--- src/hw/rtl/sled_pkg.sv ---
// Types, codes and helpers for the string literal escape decoder
package sled_pkg;

    localparam logic [2:0] M_PLAIN = 3'd0;
    localparam logic [2:0] M_ESC   = 3'd1;
    localparam logic [2:0] M_OCT   = 3'd2;
    localparam logic [2:0] M_HEX1  = 3'd3;
    localparam logic [2:0] M_HEX2  = 3'd4;

    localparam logic [1:0] K_BYTE   = 2'd0;
    localparam logic [1:0] K_CLOSED = 2'd1;
    localparam logic [1:0] K_UNTERM = 2'd2;

    localparam logic [7:0] C_DQUOTE = 8'h22;
    localparam logic [7:0] C_SQUOTE = 8'h27;
    localparam logic [7:0] C_BSLASH = 8'h5c;
    localparam logic [7:0] C_DIG0   = 8'h30;
    localparam logic [7:0] C_DIG3   = 8'h33;
    localparam logic [7:0] C_DIG4   = 8'h34;
    localparam logic [7:0] C_DIG7   = 8'h37;
    localparam logic [7:0] C_DIG9   = 8'h39;
    localparam logic [7:0] C_LC_A   = 8'h61;
    localparam logic [7:0] C_LC_F   = 8'h66;
    localparam logic [7:0] C_UC_A   = 8'h41;
    localparam logic [7:0] C_UC_F   = 8'h46;
    localparam logic [7:0] C_LC_N   = 8'h6e;
    localparam logic [7:0] C_LC_R   = 8'h72;
    localparam logic [7:0] C_LC_T   = 8'h74;
    localparam logic [7:0] C_LC_X   = 8'h78;
    localparam logic [7:0] C_LF     = 8'h0a;
    localparam logic [7:0] C_CR     = 8'h0d;
    localparam logic [7:0] C_TAB    = 8'h09;

    localparam int unsigned MAX_RES = 4;

    typedef struct packed {
        logic [2:0] mode;
        logic [7:0] oct_val;
        logic [1:0] oct_left;
        logic [7:0] hex_held;
    } t_state;

    typedef struct packed {
        logic [7:0] data;
        logic [1:0] kind;
    } t_res;

    localparam t_state C_STATE_CLEAR = '{mode: M_PLAIN, oct_val: 8'd0,
                                         oct_left: 2'd0, hex_held: 8'd0};

    function automatic logic hex_ok(input logic [7:0] c);
        hex_ok = (c inside {[C_DIG0:C_DIG9], [C_LC_A:C_LC_F], [C_UC_A:C_UC_F]});
    endfunction

    function automatic logic [3:0] hex_val(input logic [7:0] c);
        logic [7:0] v;
        if (c inside {[C_DIG0:C_DIG9]}) begin
            v = c - C_DIG0;
        end else if (c inside {[C_LC_A:C_LC_F]}) begin
            v = c - C_LC_A + 8'd10;
        end else begin
            v = c - C_UC_A + 8'd10;
        end
        hex_val = v[3:0];
    endfunction

endpackage

--- src/hw/rtl/string_literal_escape_decoder_top.sv ---
// Top level of the string literal escape decoder
// One source byte is taken per transaction and decoded combinationally into up
// to four results (decoded bytes, string closed or unterminated), held in a
// result register and handed out one per cycle while i_ready is high, the last
// flagged by o_last. A byte yielding at most one result is taken every cycle
// while i_ready is high; one yielding more holds the result register until all
// are delivered, and the next byte is taken in the cycle its last one goes out.
// Bytes that yield nothing (backslash, escape digits) keep o_ready high.
module string_literal_escape_decoder_top
    import sled_pkg::*;
(
    input  logic       i_clk,
    input  logic       i_rst_n,
    input  logic       i_valid,
    output logic       o_ready,
    input  logic [7:0] i_ch,
    input  logic       i_end_of_source,
    input  logic [7:0] i_quote_char,
    output logic       o_valid,
    input  logic       i_ready,
    output logic [7:0] o_out_byte,
    output logic [1:0] o_kind,
    output logic       o_last
);

    t_state             r_state;
    t_state             n_state;
    t_res [MAX_RES-1:0] r_res;
    t_res [MAX_RES-1:0] n_res;
    logic [2:0]         n_cnt;
    logic [2:0]         r_left;
    logic [1:0]         r_idx;
    logic               in_acc;
    logic               out_acc;

    sled_step u_step (
        .i_ch            (i_ch),
        .i_end_of_source (i_end_of_source),
        .i_quote_char    (i_quote_char),
        .i_state         (r_state),
        .o_state         (n_state),
        .o_res           (n_res),
        .o_cnt           (n_cnt)
    );

    assign o_valid = (r_left != 3'd0);
    assign o_last  = (r_left == 3'd1);
    assign o_ready = (r_left == 3'd0) || (r_left == 3'd1 && i_ready);
    assign in_acc  = i_valid && o_ready;
    assign out_acc = o_valid && i_ready;

    assign o_out_byte = r_res[r_idx].data;
    assign o_kind     = r_res[r_idx].kind;

    always_ff @(posedge i_clk) begin
        if (!i_rst_n) begin
            r_state <= C_STATE_CLEAR;
            r_left  <= 3'd0;
            r_idx   <= 2'd0;
        end else if (in_acc) begin
            r_state <= n_state;
            r_left  <= n_cnt;
            r_idx   <= 2'd0;
        end else if (out_acc) begin
            r_left <= r_left - 3'd1;
            r_idx  <= r_idx + 2'd1;
        end
    end

    always_ff @(posedge i_clk) begin
        if (in_acc) begin
            r_res <= n_res;
        end
    end

endmodule

--- src/hw/rtl/sled_step.sv ---
// One decode step: results and next state for one source byte
module sled_step
    import sled_pkg::*;
(
    input  logic [7:0]           i_ch,
    input  logic                 i_end_of_source,
    input  logic [7:0]           i_quote_char,
    input  t_state               i_state,
    output t_state               o_state,
    output t_res [MAX_RES-1:0]   o_res,
    output logic [2:0]           o_cnt
);

    t_state             ns;
    t_res [MAX_RES-1:0] res;
    logic [2:0]         cnt;
    logic               do_plain;
    logic [7:0]         oct_next;
    logic [1:0]         left_next;

    always_comb begin
        ns        = i_state;
        res       = '0;
        cnt       = 3'd0;
        do_plain  = 1'b0;
        oct_next  = {i_state.oct_val[4:0], i_ch[2:0]};
        left_next = i_state.oct_left - 2'd1;

        if (i_end_of_source) begin
            case (i_state.mode)
                M_ESC: begin
                    res[cnt[1:0]] = {C_BSLASH, K_BYTE};
                    cnt = cnt + 3'd1;
                end
                M_OCT: begin
                    res[cnt[1:0]] = {i_state.oct_val, K_BYTE};
                    cnt = cnt + 3'd1;
                end
                M_HEX1: begin
                    res[cnt[1:0]] = {C_BSLASH, K_BYTE};
                    cnt = cnt + 3'd1;
                    res[cnt[1:0]] = {C_LC_X, K_BYTE};
                    cnt = cnt + 3'd1;
                end
                M_HEX2: begin
                    res[cnt[1:0]] = {C_BSLASH, K_BYTE};
                    cnt = cnt + 3'd1;
                    res[cnt[1:0]] = {C_LC_X, K_BYTE};
                    cnt = cnt + 3'd1;
                    res[cnt[1:0]] = {i_state.hex_held, K_BYTE};
                    cnt = cnt + 3'd1;
                end
                default: begin
                end
            endcase
            res[cnt[1:0]] = {8'd0, K_UNTERM};
            cnt = cnt + 3'd1;
            ns = C_STATE_CLEAR;
        end else begin
            case (i_state.mode)
                M_ESC: begin
                    ns.mode = M_PLAIN;
                    if (i_ch == C_DQUOTE || i_ch == C_SQUOTE || i_ch == C_BSLASH) begin
                        res[cnt[1:0]] = {i_ch, K_BYTE};
                        cnt = cnt + 3'd1;
                    end else if (i_ch == C_LC_N) begin
                        res[cnt[1:0]] = {C_LF, K_BYTE};
                        cnt = cnt + 3'd1;
                    end else if (i_ch == C_LC_R) begin
                        res[cnt[1:0]] = {C_CR, K_BYTE};
                        cnt = cnt + 3'd1;
                    end else if (i_ch == C_LC_T) begin
                        res[cnt[1:0]] = {C_TAB, K_BYTE};
                        cnt = cnt + 3'd1;
                    end else if (i_ch inside {[C_DIG0:C_DIG7]}) begin
                        ns.mode     = M_OCT;
                        ns.oct_val  = {5'd0, i_ch[2:0]};
                        ns.oct_left = (i_ch inside {[C_DIG0:C_DIG3]}) ? 2'd2 : 2'd1;
                    end else if (i_ch == C_LC_X) begin
                        ns.mode = M_HEX1;
                    end else begin
                        res[cnt[1:0]] = {C_BSLASH, K_BYTE};
                        cnt = cnt + 3'd1;
                    end
                end
                M_OCT: begin
                    if ((i_ch inside {[C_DIG0:C_DIG7]}) && i_state.oct_left != 2'd0) begin
                        if (left_next == 2'd0) begin
                            res[cnt[1:0]] = {oct_next, K_BYTE};
                            cnt = cnt + 3'd1;
                            ns = C_STATE_CLEAR;
                        end else begin
                            ns.oct_val  = oct_next;
                            ns.oct_left = left_next;
                        end
                    end else begin
                        res[cnt[1:0]] = {i_state.oct_val, K_BYTE};
                        cnt = cnt + 3'd1;
                        ns = C_STATE_CLEAR;
                        do_plain = 1'b1;
                    end
                end
                M_HEX1: begin
                    if (hex_ok(i_ch)) begin
                        ns.hex_held = i_ch;
                        ns.mode     = M_HEX2;
                    end else begin
                        res[cnt[1:0]] = {C_BSLASH, K_BYTE};
                        cnt = cnt + 3'd1;
                        res[cnt[1:0]] = {C_LC_X, K_BYTE};
                        cnt = cnt + 3'd1;
                        ns = C_STATE_CLEAR;
                        do_plain = 1'b1;
                    end
                end
                M_HEX2: begin
                    if (hex_ok(i_ch) && hex_ok(i_state.hex_held)) begin
                        res[cnt[1:0]] = {hex_val(i_state.hex_held), hex_val(i_ch), K_BYTE};
                        cnt = cnt + 3'd1;
                        ns = C_STATE_CLEAR;
                    end else begin
                        res[cnt[1:0]] = {C_BSLASH, K_BYTE};
                        cnt = cnt + 3'd1;
                        res[cnt[1:0]] = {C_LC_X, K_BYTE};
                        cnt = cnt + 3'd1;
                        res[cnt[1:0]] = {i_state.hex_held, K_BYTE};
                        cnt = cnt + 3'd1;
                        ns = C_STATE_CLEAR;
                        do_plain = 1'b1;
                    end
                end
                default: begin
                    ns.mode  = M_PLAIN;
                    do_plain = 1'b1;
                end
            endcase

            // plain-mode byte or pushed-back byte goes through plain handling
            if (do_plain) begin
                if (i_ch == i_quote_char) begin
                    res[cnt[1:0]] = {8'd0, K_CLOSED};
                    cnt = cnt + 3'd1;
                    ns = C_STATE_CLEAR;
                end else if (i_ch == C_BSLASH) begin
                    ns.mode = M_ESC;
                end else begin
                    res[cnt[1:0]] = {i_ch, K_BYTE};
                    cnt = cnt + 3'd1;
                end
            end
        end
    end

    assign o_state = ns;
    assign o_res   = res;
    assign o_cnt   = cnt;

endmodule

--- config.mk ---
export PLATFORM = sky130hd
export DESIGN_NAME = string_literal_escape_decoder_top
export DESIGN_NICKNAME = d
export VERILOG_FILES = /design/src/hw/rtl/sled_pkg.sv /design/src/hw/rtl/string_literal_escape_decoder_top.sv /design/src/hw/rtl/sled_step.sv
export SDC_FILE = /design/constraint.sdc
export NUM_CORES = 1
export LEC_CHECK = 0
export BUFFER_PORTS_ARGS = -buffer_cell sky130_fd_sc_hd__buf_2
export CORE_UTILIZATION = 55
export DETAILED_ROUTE_END_ITERATION = 16
export GPL_ROUTABILITY_DRIVEN = 0
export GPL_TIMING_DRIVEN = 0
export PLACE_DENSITY = 0.75
export SLEW_MARGIN = 20
export SYNTH_ARGS = -nofsm -noshare
export SYNTH_HDL_FRONTEND = slang
export SYNTH_SLANG_ARGS = --single-unit
--- constraint.sdc ---
create_clock -name i_clk -period 3.55 [get_ports i_clk]
set_input_delay 0.71 -clock i_clk [delete_from_list [all_inputs] [get_ports i_clk]]
set_output_delay 0.71 -clock i_clk [all_outputs]
set_load 0.05 [all_outputs]
==> results of run 1 <==
==> flip-flops by register name (all words and copies together), names as in the netlist <==
signal / flops
r_res: 40
r_state: 21
r_idx: 2
r_left: 3
==> repair_timing <==
item,CTS,global route
pin swaps,1,1
cloned,0,0
resized for setup,6,11
buffers inserted,2,2
setup endpoints to repair,52,13
hold buffers,0,0
==> worst min-delay path by stage <==
stage           startpoint           to  slack (ns)
5_1_grt        r_state[15]  r_state[15]        0.54
2_1_floorplan  r_state[15]  r_state[15]        0.46
3_3_place_gp    r_state[9]   r_state[9]        0.49
4_1_cts         r_state[9]   r_state[9]        0.52
3_5_place_dp    r_state[9]   r_state[9]        0.50
6_report        r_state[9]   r_state[9]        0.51
==> where the power goes <==
group / switching [mW] / internal (mW)
clock network: 0.315 / 0.474
registers: 0.0495 / 1.01
logic: 0.719 / 0.319
==> cells by family after synthesis <==
family                     synth area share [%]
and+or+nand+nor                            19.5
AOI/OAI and AO/OA                          23.5
DFF                                        37.7
buffers and inverters                      4.54
adders and majority gates                  5.75
xor gates and xnor gates                   3.07
muxes                                      6.02
==> stage by stage <==
step | utilization [%] | hold slack (ns) | TNS [ns]
after floorplan | - | 0.455 | 0
after global placement | 61.5 | 0.492 | -24.94
after detailed placement | 61.9 | 0.500 | -29.12
after CTS | 65.5 | 0.524 | 0
after global routing | 65.9 | 0.537 | 0
final | 65.9 | 0.513 | 0
==> cell type report <==
| type | count | area, um2 |
|---|---|---|
| buffer | 29 | 139 |
| clock buffer | 9 | 124 |
| clock inverter | 7 | 124 |
| fill | 608 | 2690 |
| inverter | 21 | 80.1 |
| multi-input combinational | 353 | 2680 |
| sequential | 66 | 1720 |
| tap | 102 | 128 |
| timing repair buffer | 36 | 205 |
==> layer usage <==
metal / up-vias / wire [um]
met3: 61 / 1170
met2: 265 / 5890
met4: 0 / 442
met5: - / 0
li1: 1916 / -
met1: 1903 / 5000
==> critical path, stage by stage <==
cell,delay [ns]
buf_2,0.14
clkbuf_4,0.24
inv_1,0.10
ha_1,0.30
nor3b_1,0.17
or4_4,0.52
o21a_1,0.32
o41a_1,0.45
nor4_2,0.40
o211ai_1,0.18
==> cells in the final DEF (no fill, tap or decap), types with 4 or more instances in the layout <==
cell / count
buf_4: 5
xor2_1: 5
a21o_1: 4
nor2_1: 26
ha_1: 20
a32o_1: 16
and2_1: 11
inv_1: 20
a41oi_1: 4
dfxtp_1: 26
nand3_1: 18
nor4_1: 4
a21oi_1: 22
and3_1: 19
xnor2_1: 11
a211oi_1: 5
mux2i_1: 5
nor3_1: 9
o21ai_1: 4
mux4_2: 10
nand2b_1: 4
clkbuf_1: 15
o211ai_1: 6
nand4_1: 8
buf_2: 38
edfxtp_1: 40
o21ai_0: 23
nand3b_1: 5
clkbuf_8: 9
a22o_1: 7
a31oi_1: 8
nand2_1: 31
o31ai_1: 4
o21a_1: 4
==> out/results.txt, run 1 <==
status: complete, no violations
first-pass GRT wire length: 19.9 mm
LEAKAGE: 1.91 nW
clock skew: 0.00971 ns
Slew Limit Fails: 0
Synth top area share: 26.3%
final instance area: 5200 um2
Vias: 4145
PD cells: 555 nW/um2
sequential fraction of the synthesis area: 37.7%
drt wl/cell: 20.1 um
antenna violations before repair: 0
synthesized cell area: 4570 um2
most common flop cell mapped by yosys: edfxtp_1
RSZ-0062 raised after global routing: false
VDD IR-drop max: 0.357 mV
met2 Use GR: 50.2%
crit path from: i_ch[0]
Crit Path Category: in2reg
worst skew pair latency: 0.35 ns
syn nets: 511
crit-path max FO: 10
drc violations: 0
# IOs: 34
CP endpoint: r_res[4]
crit share post-route: 97.7%
Commonest cells post-synth: edfxtp_1 (40), nand2_1 (31), dfxtp_1 (26), nor2_1 (26), o21ai_0 (25)
CP startpoint kind: primary input
hold depth: 1
DR vias/cell: 6.65
CTS buffer count: 9
fin nets: 558
final antenna-violating net count: 0
DRT iter0 DRCs: 454
fin crit period: 3.47 ns
HP Class: reg2reg
Num Clock Sinks: 66
DRT Pass-1 Iters: 7
port bufs: 31
total power: 2.89 mW
synth top area cells: edfxtp_1 (26%), dfxtp_1 (11%), ha_1 (5.7%)
final worst slack: 0.0806 ns
share of cells above drive strength 1: 19.2%
CP endpoint kind: flip-flop
Die Wd: 93.2 um
Core Rows: 32
Max H-tree Level: 3
met3 Use GR: 7.07%
data required time at the worst endpoint: 3.63 ns
Fin. Hold Viols: 0
Synth Warn #: 0
DIE HEIGHT: 93.2 um
die footprint: 8680 um2
number of instances in the placed design: 603
reg2reg path depth: 12
R2R setup slack: 0.37 ns
Congestion Overflow GR: 0
clock-pin slew on the worst setup and hold paths: 0.08 ns
CP arrival: 3.54 ns
Worst Max-Slew Pin Slew: 0.860 ns
final wirelength: 12.5 mm
vias in the first global route: 3873
Mapped Cells: 469
r2r startpoint: r_state[0]
average cell area after synthesis: 9.75 um2
post-synth top area cell: edfxtp_1
diode count: 0
# Max-Cap Violations: 0
Fmax: 288 MHz
largest net degree at the start of global routing: 43
global-route usage over all layers: 30.5%
reg2reg end: r_res[25]
slew margin rel.: 42.2%
met1 Use GR: 38.1%
most frequent cell after synthesis: edfxtp_1
Root Driver: clkbuf_8
CTS tree: done
dpl ws: -0.899 ns
synthesized flop and latch total: 66
number of synthesized flops with an enable pin: 40
Final HPWL DP: 9.28 mm
Max Buffers Root-to-Sink: 2
gr busiest metal: met2
Cell variety after synth: 73
Syn-to-layout area delta: 13.8%
area of the core: 7890 um2
Async SR Flop Fraction: 0%
placed instance area: 4880 um2
Initial Util: 57.9%
Setup Viol. Count Final: 0
post-route non-filler standard cell count: 623
Power figures use the tool's default switching activity.
==> run 2, diff against run 1 <==
Settings changed: CORE_MARGIN from default to 2, SYNTH_HIERARCHICAL from default to 1.
==> run 2 against run 1 <==
  * Synthesized cell count is 13% higher
  * Register-to-register slack worse by 0.19 ns
  * Synthesized area increased by 4.6%
  * Non-clock buffer count is 1 higher
  * Via count rose by 7.4%
  * Critical path type unchanged
  * Global-route usage down 3.2 points
  * Clock skew grew 0.0056 ns
  * Largest cell class unchanged
  * Die area up 9.0%
==> out/results.txt, run 2 <==
synthesized cell area: 4780 um2 (+4.6%)
HP Class: reg2reg
hold depth: 2 (+1)
Vias: 4453 (+7.4%)
Async SR Flop Fraction: 0% (unchanged)
CTS tree: done
number of synthesized flops with an enable pin: 40 (unchanged)
DIE HEIGHT: 97.2 um (+4.4%)
Max Buffers Root-to-Sink: 2 (unchanged)
reg2reg path depth: 12 (unchanged)
post-synth top area cell: edfxtp_1
max reg flops: 40 (unchanged)
CTS buffer count: 9 (unchanged)
Commonest cells post-synth: nand2_1 (87), edfxtp_1 (40), nor2_1 (31)
fin nets: 619 (+11%)
sequential fraction of the synthesis area: 36.0% (-1.7 points)
average cell area after synthesis: 8.99 um2 (-7.8%)
final core utilization: 63.7% (-2.2 points)
met3 WL: 1.55 mm (+33%)
clock skew: 0.0153 ns (+0.00556 ns)
largest net degree at the start of global routing: 50 (+16%)
worst skew pair latency: 0.35 ns (about the same)
Worst Max-Slew Pin Slew: 0.855 ns (-0.00462 ns)
Slew Limit Fails: 0 (unchanged)
fin crit period: 3.54 ns (+0.0722 ns)
Fin. Hold Viols: 0 (unchanged)
Die Wd: 97.2 um (+4.4%)
drt wl/cell: 18.8 um (-6.3%)
crit path from: i_ch[3]
crit-path max FO: 10 (unchanged)
Core Rows: 34 (+6.3%)
r2r startpoint: r_state[1]
WHS: 0.460 ns (-0.0527 ns)
CP endpoint kind: flip-flop
most common cell after layout, fill and taps aside: nand2_1
synth top area cells: edfxtp_1 (25%), dfxtp_1 (11%), nand2_1 (6.8%)
most frequent cell after synthesis: nand2_1
synthesized flop and latch total: 66 (unchanged)
port bufs: 31 (unchanged)
Synth top area share: 25.1% (-1.2 points)
commonest non-fill, non-tap cells in the layout: nand2_1 (86), edfxtp_1 (40), buf_2 (39)
data required time at the worst endpoint: 3.63 ns (about the same)
LEAKAGE: 1.97 nW (+3.2%)
slew margin rel.: 42.6% (+0.31 points)
PD cells: 547 nW/um2 (-1.5%)
DRT iter0 DRCs: 627 (+38%)
# IOs: 34 (unchanged)
first-pass GRT wire length: 20.7 mm (+3.9%)
placed instance area: 5110 um2 (+4.7%)
final antenna-violating net count: 0 (unchanged)
CP startpoint kind: primary input
final instance area: 5480 um2 (+5.3%)
FILL cells: 740 (+22%)
Critical Path, Cell by Cell: buf_2, clkbuf_1, nand3b_1, o21ai_0, a21bo_2, nand3_1, inv_2, ha_2, a31o_2, a31oi_1, a211o_1
slowest stage cell, crit path: clkbuf_1
drc violations: 0 (unchanged)
Syn-to-layout area delta: 14.5%
Initial Util: 55.6% (-2.3 points)
RSZ-0062 raised after global routing: true
final wirelength: 13.0 mm (+3.7%)
Post-CTS Hold Buffers: 0 (unchanged)
share of cells above drive strength 1: 19.8% (+0.57 points)
Crit Path Category: in2reg
syn nets: 574 (+12%)
most common flop cell mapped by yosys: edfxtp_1
clock-pin slew on the worst setup and hold paths: 0.07 ns (about the same)
WL met1: 5.13 mm (+2.7%)
status: complete, no violations
DRT Pass-1 Iters: 8 (+1)
Mapped Cells: 532 (+13%)
Num Clock Sinks: 66 (unchanged)
hold wc startpoint: r_state[19]
Root Driver: clkbuf_8
Synth Warn #: 6 (+6)
Cell variety after synth: 71 (-2.7%)
Setup Viol. Count Final: 0 (unchanged)
diode count: 0 (unchanged)
Hold EP: r_state[19]
top flop regs: r_res (40), r_state (21), r_left (3)
crit share post-route: 99.8% (+2.0 points)
Max H-tree Level: 3 (unchanged)
Most flops, register: r_res
vias in the first global route: 4032 (+4.1%)
Congestion Overflow GR: 0 (unchanged)
highest routed layer: met4
met2 WL: 5.94 mm (+0.97%)
area of the core: 8590 um2 (+8.9%)
total power: 2.99 mW (+3.6%)
die footprint: 9460 um2 (+9.0%)
VDD IR-drop max: 0.279 mV (-22%)
crit-path max cell delay: 0.48 ns (-0.04 ns)
reg2reg end: r_res[6]
antenna violations before repair: 0 (unchanged)
Final HPWL DP: 9.31 mm (+0.34%)
CP arrival: 3.62 ns (+0.08 ns)
# Max-Cap Violations: 0 (unchanged)
Fin Setup TNS: 0 ns (unchanged)
global-route usage over all layers: 27.3% (-3.2 points)
R2R setup slack: 0.18 ns (-0.19 ns)
Fmax: 282 MHz (-2.0%)
DR vias/cell: 6.45 (-3.0%)
-- run 2: changes by cell type in the layout (fill, tap and decap cells not counted), moves of 5 or more --
cell      before  now
a22o_1         7   13
nor2_1        26   31
and2_1        11   19
nand4_1        8    3
nand2_1       31   86
a21boi_0       1   19
and3_1        19    5
a32o_1        16    2
-- run 2: layout make-up --
cell class	count	area [um2]	area share, %
multi-input combinational	413	2910	53.1
sequential	66	1720	31.5
timing repair buffer	35	185	3.38
buffer	31	175	3.20
clock inverter	7	141	2.58
tap	108	135	2.47
clock buffer	9	124	2.26
inverter	21	83.8	1.53
-- run 2: timing repair --
item,in CTS,in global routing
resized for setup,9,9
endpoints found under the hold margin,0,0
pin swaps,1,0
setup endpoints to repair,23,28
buffers inserted,1,3
-- run 2: how the worst max path moves through the flow --
stage	to	slack, ns	cells after the start
5_1_grt	r_res[6]	-0.02	11
4_1_cts	r_res[3]	0.02	13
3_5_place_dp	r_res[6]	-0.65	14
3_3_place_gp	r_res[6]	-0.66	14
2_1_floorplan	r_res[2]	0.02	12
6_report	r_res[6]	0.008	11
-- run 2: power by group --
group / internal (mW) / total (mW) / leakage, nW / switching [mW]
sequential: 1.02 / 1.08 / 0.600 / 0.0563
combinational: 0.333 / 1.07 / 1.24 / 0.737
clock: 0.538 / 0.844 / 0.131 / 0.306
-- run 2: metal layers --
metal / global-route usage, % / vias to the layer above
met5: 0 / -
met4: 8.33 / 0
met3: 6.12 / 49
met2: 43.8 / 292
met1: 37.3 / 2066
li1: - / 2046
-- run 2: kinds of logic (layout without fill, tap and decap cells) --
| group | after synthesis | in the layout | synth area share, % |
|---|---|---|---|
| xor gates and xnor gates | 16 | 16 | 2.93 |
| muxes | 13 | 13 | 5.36 |
| adders and majority gates | 21 | 21 | 5.49 |
| AOI/OAI and AO/OA | 148 | 148 | 22.6 |
| DFF | 66 | 66 | 36.0 |
| and+or+nand+nor | 215 | 215 | 22.6 |
| buffers and inverters | 53 | 103 | 5.05 |
-- run 2: worst max-delay path, delay by kind of cell --
kind	cells	cell delay (ns)
compound gates	5	1.37
buf+inv	3	0.81
simple gates	2	0.46
fa+ha+maj	1	0.26
-- run 2: metrics by stage --
step / setup slack, ns / std cells
after detailed placement: -0.648 / 671
after CTS: 0.0180 / 687
after global placement: -0.655 / 671
final: 0.00841 / 690
after floorplan: 0.0203 / 532
after global routing: -0.0236 / 690
